==> src/rtl/assert_macros.svh <==
// Assertion macros used by the list engine top level.
`ifndef ASSERT_MACROS_SVH
`define ASSERT_MACROS_SVH
`ifndef SYNTHESIS
`define ALC_ASSERT(lbl, clk, rst_n, prop) \
  lbl: assert property (@(posedge clk) disable iff (!rst_n) prop) \
    else $error("alc assertion failed");
`define ALC_ASSERT_ALWAYS(lbl, clk, prop) \
  lbl: assert property (@(posedge clk) prop) \
    else $error("alc assertion failed");
`else
`define ALC_ASSERT(lbl, clk, rst_n, prop)
`define ALC_ASSERT_ALWAYS(lbl, clk, prop)
`endif
`endif

==> src/rtl/alc_pkg.sv <==
// Types and constants of the list engine.
`timescale 1ns / 1ps
package alc_pkg;

  localparam int unsigned ALC_DEPTH  = 64;
  localparam int unsigned ALC_DATA_W = 32;
  localparam int unsigned ALC_IDX_W  = 6;
  localparam int unsigned ALC_CNT_W  = 7;

  typedef enum logic [1:0] {
    OP_PUSH  = 2'd0,
    OP_POP   = 2'd1,
    OP_ERASE = 2'd2,
    OP_FIND  = 2'd3
  } alc_op_t;

  typedef enum logic [1:0] {
    ST_OK     = 2'd0,
    ST_FULL   = 2'd1,
    ST_EMPTY  = 2'd2,
    ST_BADIDX = 2'd3
  } alc_status_t;

  typedef struct packed {
    alc_op_t                        operation;
    logic signed [ALC_DATA_W-1:0]   value;
    logic        [ALC_IDX_W-1:0]    index;
  } alc_in_t;

  typedef struct packed {
    alc_status_t                    status;
    logic                           found;
    logic        [ALC_IDX_W-1:0]    found_index;
    logic        [ALC_CNT_W-1:0]    count;
  } alc_out_t;

  // Per-cycle commands broadcast to every cell.
  typedef struct packed {
    logic push;
    logic erase;
    logic find;
    logic scan;
  } alc_ctl_t;

endpackage

==> src/rtl/array_list_engine.sv <==
// Top level of the list engine: count, sequencer, output register and the cell row.
//
//   channel | direction | payload  | transfer when
//   in_     | input     | alc_in_t  | in_valid && !in_stall
//   out_    | output    | alc_out_t | out_valid && !out_stall
//
// Push, pop and erase results are registered at the transfer edge.
// Find on an empty list registers its result at the transfer edge; otherwise it scans:
// match flags move one cell per cycle toward cell 0, where they are checked.
// Reset (rst_n low, synchronous) empties the list and drops any pending result.
// in_stall is high during a find scan and while a held result is stalled.
`timescale 1ns / 1ps
`include "assert_macros.svh"
module array_list_engine import alc_pkg::*; #(
  parameter int unsigned DEPTH = ALC_DEPTH
) (
  input  logic     clk,
  input  logic     rst_n,
  input  logic     in_valid,
  output logic     in_stall,
  input  alc_in_t  in_data,
  output logic     out_valid,
  input  logic     out_stall,
  output alc_out_t out_data
);

  localparam int unsigned CNT_W = $clog2(DEPTH + 1);
  localparam int unsigned POS_W = $clog2(DEPTH);

  typedef enum logic {
    S_IDLE,
    S_SCAN
  } state_t;

  state_t                        state_r;
  logic        [CNT_W-1:0]       count_r;
  logic        [CNT_W-1:0]       count_nxt;
  logic        [POS_W-1:0]       pos_r;
  logic                          out_valid_r;
  alc_out_t                      out_data_r;

  logic                          in_acc;
  logic                          out_free;
  logic                          full;
  logic                          empty;
  logic                          idx_ok;
  logic                          head;
  logic                          last;
  logic                          res_load;
  logic        [CNT_W-1:0]       pos_inc;
  alc_status_t                   status_imm;
  alc_out_t                      res_imm;
  alc_out_t                      res_find;
  alc_ctl_t                      ctl;

  logic signed [ALC_DATA_W-1:0]  cell_data  [DEPTH];
  logic                          cell_match [DEPTH];

  assign out_free = !out_valid_r || !out_stall;
  assign in_stall = (state_r != S_IDLE) || !out_free;
  assign in_acc   = in_valid && !in_stall;

  assign full   = count_r == CNT_W'(DEPTH);
  assign empty  = count_r == '0;
  assign idx_ok = int'(in_data.index) < int'(count_r);

  assign head    = cell_match[0];
  assign pos_inc = CNT_W'(pos_r) + CNT_W'(1);
  assign last    = pos_inc >= count_r;

  // a new result enters the output register this cycle
  assign res_load = ((state_r == S_IDLE) && in_acc &&
                     !((in_data.operation == OP_FIND) && !empty)) ||
                    ((state_r == S_SCAN) && (head || last) && out_free);

  always_comb begin
    count_nxt  = count_r;
    status_imm = ST_OK;
    unique case (in_data.operation)
      OP_PUSH: begin
        if (full) status_imm = ST_FULL;
        else      count_nxt  = count_r + CNT_W'(1);
      end
      OP_POP: begin
        if (empty) status_imm = ST_EMPTY;
        else       count_nxt  = count_r - CNT_W'(1);
      end
      OP_ERASE: begin
        if (!idx_ok) status_imm = ST_BADIDX;
        else         count_nxt  = count_r - CNT_W'(1);
      end
      OP_FIND: begin
        status_imm = ST_OK;
      end
      default: begin
        status_imm = ST_OK;
      end
    endcase
    if (!in_acc) count_nxt = count_r;
  end

  always_comb begin
    res_imm.status      = status_imm;
    res_imm.found       = 1'b0;
    res_imm.found_index = '0;
    res_imm.count       = ALC_CNT_W'(count_nxt);

    res_find.status      = ST_OK;
    res_find.found       = head;
    res_find.found_index = head ? ALC_IDX_W'(pos_r) : '0;
    res_find.count       = ALC_CNT_W'(count_r);
  end

  always_comb begin
    ctl.push  = in_acc && (in_data.operation == OP_PUSH) && !full;
    ctl.erase = in_acc && (in_data.operation == OP_ERASE) && idx_ok;
    ctl.find  = in_acc && (in_data.operation == OP_FIND);
    ctl.scan  = (state_r == S_SCAN) && !head && !last;
  end

  always_ff @(posedge clk) begin
    if (!rst_n) begin
      state_r     <= S_IDLE;
      count_r     <= '0;
      out_valid_r <= 1'b0;
    end else begin
      count_r <= count_nxt;
      if (out_valid_r && !out_stall && !res_load) out_valid_r <= 1'b0;
      unique case (state_r)
        S_IDLE: begin
          if (in_acc) begin
            if ((in_data.operation == OP_FIND) && !empty) begin
              state_r <= S_SCAN;
              pos_r   <= '0;
            end else begin
              out_valid_r <= 1'b1;
              out_data_r  <= res_imm;
            end
          end
        end
        S_SCAN: begin
          if (head || last) begin
            if (out_free) begin
              out_valid_r <= 1'b1;
              out_data_r  <= res_find;
              state_r     <= S_IDLE;
            end
          end else begin
            pos_r <= pos_r + POS_W'(1);
          end
        end
        default: begin
          state_r <= S_IDLE;
        end
      endcase
    end
  end

  assign out_valid = out_valid_r;
  assign out_data  = out_data_r;

  for (genvar i = 0; i < DEPTH; i++) begin : g_cell
    logic signed [ALC_DATA_W-1:0] up_data;
    logic                         up_match;
    if (i == DEPTH - 1) begin : g_end
      assign up_data  = cell_data[i];
      assign up_match = 1'b0;
    end else begin : g_mid
      assign up_data  = cell_data[i+1];
      assign up_match = cell_match[i+1];
    end
    alc_cell #(
      .POS   (i),
      .CNT_W (CNT_W)
    ) u_cell (
      .clk      (clk),
      .ctl      (ctl),
      .count    (count_r),
      .index    (in_data.index),
      .key      (in_data.value),
      .up_data  (up_data),
      .up_match (up_match),
      .data_o   (cell_data[i]),
      .match_o  (cell_match[i])
    );
  end

  `ALC_ASSERT(a_count_bound, clk, rst_n, count_r <= CNT_W'(DEPTH))
  `ALC_ASSERT(a_scan_stalls, clk, rst_n, (state_r == S_SCAN) |-> in_stall)
  `ALC_ASSERT(a_quick_result, clk, rst_n, (in_acc && (in_data.operation != OP_FIND)) |=> out_valid_r)
  `ALC_ASSERT(a_count_hold, clk, rst_n, !in_acc |=> $stable(count_r))

endmodule

==> src/rtl/alc_cell.sv <==
// One list cell: holds an entry and its match flag, takes data from the cell above.
`timescale 1ns / 1ps
module alc_cell import alc_pkg::*; #(
  parameter int unsigned POS   = 0,
  parameter int unsigned CNT_W = 7
) (
  input  logic                          clk,
  input  alc_ctl_t                      ctl,
  input  logic        [CNT_W-1:0]       count,
  input  logic        [ALC_IDX_W-1:0]   index,
  input  logic signed [ALC_DATA_W-1:0]  key,
  input  logic signed [ALC_DATA_W-1:0]  up_data,
  input  logic                          up_match,
  output logic signed [ALC_DATA_W-1:0]  data_o,
  output logic                          match_o
);

  localparam logic [CNT_W-1:0] POS_C = CNT_W'(POS);

  logic signed [ALC_DATA_W-1:0] data_r;
  logic                         match_r;
  logic                         in_list;
  logic                         at_tail;
  logic                         shift_sel;

  assign in_list   = POS_C < count;
  assign at_tail   = POS_C == count;
  assign shift_sel = int'(POS) >= int'(index);

  always_ff @(posedge clk) begin
    if (ctl.push && at_tail) begin
      data_r <= key;
    end else if (ctl.erase && shift_sel) begin
      data_r <= up_data;
    end
  end

  always_ff @(posedge clk) begin
    if (ctl.find) begin
      match_r <= in_list && (data_r == key);
    end else if (ctl.scan) begin
      match_r <= up_match;
    end
  end

  assign data_o  = data_r;
  assign match_o = match_r;

endmodule
==> config.mk <==
export PLATFORM = sky130hd
export DESIGN_NAME = array_list_engine
export DESIGN_NICKNAME = d
export VERILOG_FILES = /design/src/rtl/alc_pkg.sv /design/src/rtl/array_list_engine.sv /design/src/rtl/alc_cell.sv
export VERILOG_INCLUDE_DIRS = /design/src /design/src/rtl
export SDC_FILE = /design/constraint.sdc
export NUM_CORES = 2
export LEC_CHECK = 0
export BUFFER_PORTS_ARGS = -buffer_cell sky130_fd_sc_hd__buf_4
export CORE_UTILIZATION = 35
export CTS_BUF_LIST = sky130_fd_sc_hd__clkbuf_2 sky130_fd_sc_hd__clkbuf_4 sky130_fd_sc_hd__clkbuf_8
export DETAILED_ROUTE_END_ITERATION = 6
export MAX_ROUTING_LAYER = met4
export PLACE_DENSITY = 0.54
export RECOVER_POWER = 50
export SLEW_MARGIN = 20
export SYNTH_ARGS = -nofsm -noshare
export SYNTH_HDL_FRONTEND = slang
export SYNTH_SLANG_ARGS = --single-unit
export TNS_END_PERCENT = 10
==> constraint.sdc <==
create_clock -name clk -period 10.8 [get_ports clk]
set_input_delay 0.54 -clock clk [delete_from_list [all_inputs] [get_ports clk]]
set_output_delay 0.54 -clock clk [all_outputs]
set_load 0.005 [all_outputs]
# [After elaboration in Yosys (flattened, before gate mapping)]
# Index checks and enable logic that the tools add are counted.
[classes] magnitude_cmp=129 n_eq_ne=137 reduce_logical=288 n_bitwise=1 add_sub_neg=4 muxes=284
[ops] op="32-bit two-way mux" count=126
[ops] op="32-bit equality test" count=64
[ops] op="6-bit by 7-bit equality test with 1-bit output, first input constant" count=32
[ops] op="6-bit by 7-bit less-than comparator with 1-bit output, first input constant" count=32
[ops] op="1-bit logical AND" count=206
[ops] op="6-bit greater-or-equal comparator, first input constant" count=31
[ops] op="1-bit two-way mux" count=138
[ops] op="2-bit nonzero test" count=64
[ops] op="5-bit by 7-bit equality test with 1-bit output, first input constant" count=16
[ops] op="5-bit by 7-bit less-than comparator with 1-bit output, first input constant" count=16
[ops] op="5-bit by 6-bit greater-or-equal comparator with 1-bit output, first input constant" count=16
[ops] op="16-bit two-way mux" count=4
[ops] op="4-bit by 7-bit equality test with 1-bit output, first input constant" count=8
[ops] op="4-bit by 7-bit less-than comparator with 1-bit output, first input constant" count=8
[ops] op="4-bit by 6-bit greater-or-equal comparator with 1-bit output, first input constant" count=8
[ops] op="16-bit case mux with 2 select lines" count=1
[ops] op="3-bit by 7-bit equality test with 1-bit output, first input constant" count=4
[ops] op="3-bit by 7-bit less-than comparator with 1-bit output, first input constant" count=4
[ops] op="7-bit two-way mux" count=4
[ops] op="3-bit by 6-bit greater-or-equal comparator with 1-bit output, first input constant" count=4
[ops] op="6-bit two-way mux" count=4
[ops] op="7-bit case mux with 3 select lines" count=1
[ops] op="2-bit by 7-bit equality test with 1-bit output, first input constant" count=2
[ops] op="1-bit by 7-bit less-than comparator with 1-bit output, first input constant" count=2
[ops] op="other kinds (26)" count=48
[word_totals] output_inout_bits=18 word_cells=979 in_bits=44 regBits=2143

# [Logic depth before layout (Yosys ltp)]
[depth] ltp_word=15 ltp_mapped=13 depth_no_buf=10

# [Worst setup path after synthesis]
# No wires, ideal clock.
[synth_timing] path_type="register to register" start="reg count_r[2]" end="reg g_cell[16].u_cell.data_r[0] (enable)" path_stages_with_launch=9 t_arrival_ps=4232 slack_ps=6102 path_buffers=2 t_required_ps=10334 period_less_slack_ps=4698 setup_time_ps=466 path_cell_list="dfxtp_1 -> buf_2 -> clkinv_1 -> ha_1 -> o21ai_0 -> o21ai_0 -> or3_1 -> clkbuf_1 -> o21ai_0"
[synth_between] elab_chain_len=5 word_cells_on_any_way=9 classes_between="1 x order compare; 2 x eq/ne; 6 x reduce/logical"
[synth_lines] element="start: declaration" line_no="array_list_engine.sv:36" source="logic [CNT_W-1:0] count_r;"
[synth_lines] element="start signal: assignment" line_no="array_list_engine.sv:127" source="count_r <= count_nxt;"
[synth_lines] element="parallel branches: the longest is 4 deep, another holds 6-bit by 7-bit less-than comparator with 1-bit output"
[synth_lines] element="2-bit nonzero test (no line) *"
[synth_lines] element="end signal: assignment" line_no="alc_cell.sv:32" source="data_r <= key;"
[synth_lines] element="end signal: assignment" line_no="alc_cell.sv:34" source="data_r <= up_data;"
[synth_lines] element="end: declaration" line_no="alc_cell.sv:20" source="logic signed [ALC_DATA_W-1:0] data_r;"
# Mark *: on every way between the ends.
# A chain may end at the register's enable or synchronous reset.

# [Worst setup path in the final report]
[layout_timing] start="in in_data[12] (netlist bit)" end="reg g_cell[52].u_cell.match_r, data pin"
[layout_between] elab_chain_len=3
[layout_lines] element="start: declaration" line_no="array_list_engine.sv:21" source="input alc_in_t in_data,"
[layout_lines] element="32-bit equality test" line_no="alc_cell.sv:40" source="match_r <= in_list && (data_r == key);"
[layout_lines] element="1-bit logical AND" line_no="alc_cell.sv:40"
[layout_lines] element="1-bit two-way mux" line_no="alc_cell.sv:39" source="if (ctl.find) begin"
[layout_lines] element="end signal: assignment" line_no="alc_cell.sv:40"
[layout_lines] element="end signal: assignment" line_no="alc_cell.sv:42" source="match_r <= up_match;"
[layout_lines] element="end: declaration" line_no="alc_cell.sv:21" source="logic match_r;"
# No other way between the ends.

==> results.yml <==
worst_setup_path:
  path_class: "in -> reg"
  critPathArrivalTime_ps: 8630
  crit_fanout: 32
  r2r_start: "count_r[1]$_SDFF_PN0_"
  start_kind: "primary input"
  cp-end-kind: "register"
  ff2ff_setup_slack_ps: 3230
  worstPathRequired_ps: 11710
  reg2reg_depth: 7
  r2r_end: "g_cell[54].u_cell.match_o$_DFFE_PP_"
clock_network:
  cts_root_buf: "clkbuf_8"
  path_clk_slew_ps: 60
  h-tree-depth: 5
  cts_tree: "yes"
  cts.sinks: 2143
  cts.repair.resized: 0
  clock_latency_ps: 1100
  cts_buffers: 384
  clk_path_buf_depth: 4
sta:
  finalClockSkew_ps: 73.7
  rsz0062_at_grt: "no"
  setup_tns_ps: 0
  finalSetupViolCount: 0
  slew_viol_final: 3834
  fin_crit_ps: 7720
  finalHoldViolCount: 0
  relSlewSlack_pct: -276
  tightestPinTransition_ps: 5650
  timing.final.crit_share_pct: 71.5
  hold_slack_ps: 107
  max_freq_mhz: 129
grt:
  grt.busiest_layer: "met2"
  grt_use_total_pct: 22.9
  grt_max_degree: 58
  grt_overflow: 0
  grt_pass1_wl_um: 537000
  use_met2_pct: 36.6
  antenna_found_initial: 29
  grt_use_met3_pct: 2.99
  met1_usage_pct: 30.1
  grt_pass1_vias: 71254
finish:
  instances_no_fill: 12885
  final_nets: 8284
  drive_gt1_share_pct: 29.0
  final_area_um2: 128000
  final.fill_count: 30745
  area.growth.synth_to_final_pct: 10.8
routing:
  drt_iter0_drc: 6612
  drc: 0
  routed_wl_um: 377000
  ant_nets: 0
  routed-via-count: 69269
  routedWlPerCell_um: 29.3
  routed_via_density: 5.38
  drt-pass1-iter-count: 7
logic_synthesis:
  yosysUniqueCellTypes: 65
  ys_warn_count: 0
  synthesis.nets: 8285
  synth_ff_type: "edfxtp_1"
  synthTopCellsByArea: "edfxtp_1, mux2_2, xor2_1"
  synth_area_per_cell_um2: 14.0
  syn_inst: 8223
  synthesis.area_um2: 115000
  ys_seq_elements: 2143
  yosys.area.top_type: "edfxtp_1"
  synth_top_area_share_pct: 55.6
  yosysSeqAreaShare_pct: 55.7
  synthTopCellsByCount: "edfxtp_1, mux2_2, xor2_1"
  async_flop_share_pct: 0
  synth_most_common_cell: "edfxtp_1"
  synth_edf_count: 2134
pwr:
  p_per_area_nw_per_um2: 145
  p_total_mw: 18.5
  power.leakage_nw: 40.6
  vdd_ir_drop_max_uv: 95.5
floorplanning:
  dieWidth_um: 576
  core-area_um2: 328000
  io_pins: 62
  dieHeight_um: 576
  die_area_um2: 332000
  rows: 210
  initial_core_util_pct: 35.2
min_path:
  timing.hold.worst.start: "in_data[15]"
  min_path_cells: 2
  hold_path_end: "g_cell[59].u_cell.data_o[9]$_DFFE_PP_"
  hold_class: "in -> reg"
run:
  drv_cap: 115
placement:
  place.detailed.hpwl_um: 258000
  placed_area_um2: 121000
  dp_cells: 12154
  portBuffers: 61
  gp_congestion: 0.948
outcome:
  violations: "max-capacitance violations, max-slew violations"
  status: "finished with violations"
## layout by cell type, fill, tap and decap left out, types with 11 or more instances in the layout
cell type,Yosys,final
a21o_1,12,12
mux2_1,234,334
clkbuf_1,338,109
nand3_1,53,43
a211oi_1,26,26
a21oi_1,27,27
dlygate4sd3_1,0,18
clkbuf_4,0,119
xnor2_1,998,998
o21ai_4,0,11
o21ai_0,129,114
nand4_1,328,329
nor2_1,75,60
diode_2,0,22
nor2_2,2,14
ha_1,18,18
buf_4,12,132
clkinv_2,0,47
edfxtp_1,2134,2134
mux2_2,1752,1652
xor2_1,1054,1054
and3_1,13,13
nand2_1,177,179
nor4_1,302,300
clkinv_1,3,113
nor3_1,39,38
clkbuf_8,0,398
## worst max-delay path, stage by stage
cell           delay (ps)
dlygate4sd3_1         540
clkbuf_1             2030
clkbuf_1             2460
clkbuf_1             1680
xnor2_1               220
nand4_1               110
nor4_1                590
nand4_1               190
o21ai_0               180
## registers in the layout, indices dropped and copies added, names as in the netlist
signal and cells:
g_cell.u_cell.data_o 2048, g_cell.u_cell.match_o 64, out_data 16, count_r 7, pos_r 6, out_valid 1, state_r 1
## stage by stage
step	setup WS, ps	util (%)
6_report	3080	39.0
5_1_grt	2950	39.0
4_1_cts	6130	39.2
3_5_place_dp	6180	36.9
3_3_place_gp	6030	36.9
2_1_floorplan	6100	-
## worst max path at each step
stage	cells past startpoint	end	startpoint	slack (ps)
3_3_place_gp	8	g_cell[27].u_cell.match_o$_DFFE_PP_	in_data[16]	6030
2_1_floorplan	8	g_cell[16].u_cell.data_o[0]$_DFFE_PP_	count_r[2]$_SDFF_PN0_	6100
3_5_place_dp	8	g_cell[45].u_cell.data_o[17]$_DFFE_PP_	count_r[0]$_SDFF_PN0_	6180
4_1_cts	8	g_cell[45].u_cell.data_o[25]$_DFFE_PP_	count_r[0]$_SDFF_PN0_	6130
5_1_grt	9	g_cell[52].u_cell.match_o$_DFFE_PP_	in_data[12]	2950
6_report	9	g_cell[52].u_cell.match_o$_DFFE_PP_	in_data[12]	3080
## repair_timing
item,4_1_cts,5_1_grt
setup buffers,0,0
hold endpoints to repair,37,0
hold buffers,18,0
setup endpoints to repair,0,0
## layout make-up
class	count	area, um^2	area share (%)
diodes	22	55.1	0.0431
repair buffers	302	2180	1.71
clock inverters	194	1230	0.964
multi-input cells	5376	48500	38.0
flip-flops and latches	2143	64300	50.3
inverters	15	56.3	0.0441
well taps	4346	5440	4.26
clock buffers	487	6060	4.75
## layer usage
layer	part of all wire (%)	vias to the layer above	routed length, um
met4	3.6	0	13500
met3	5.5	649	20700
li1	-	30493	-
met1	44	35752	166000
met2	47	2375	178000
met5	0	-	0
## report_power, final
group | internal [mW] | switching, mW | total, mW
logic | 0.490 | 1.09 | 1.58
clock network | 3.91 | 3.67 | 7.58
registers | 9.26 | 0.123 | 9.38
## kinds of logic (layout without fill, tap and decap cells)
kind of cell             Yosys count  count (layout)  synth area share (%)
AO/OA/AOI/OAI                    272             272                  1.44
XOR/XNOR                        2052            2052                  15.6
adder cells (fa/ha/maj)           18              18                 0.195
buffers and inverters            704             998                  2.57
flip-flops                      2143            2143                  55.7
multiplexers                    1986            1986                  19.4
other                              0              22                     0
AND/OR/NAND/NOR                 1048            1048                  5.10
Note: power is estimated with default switching activity, not from simulation.
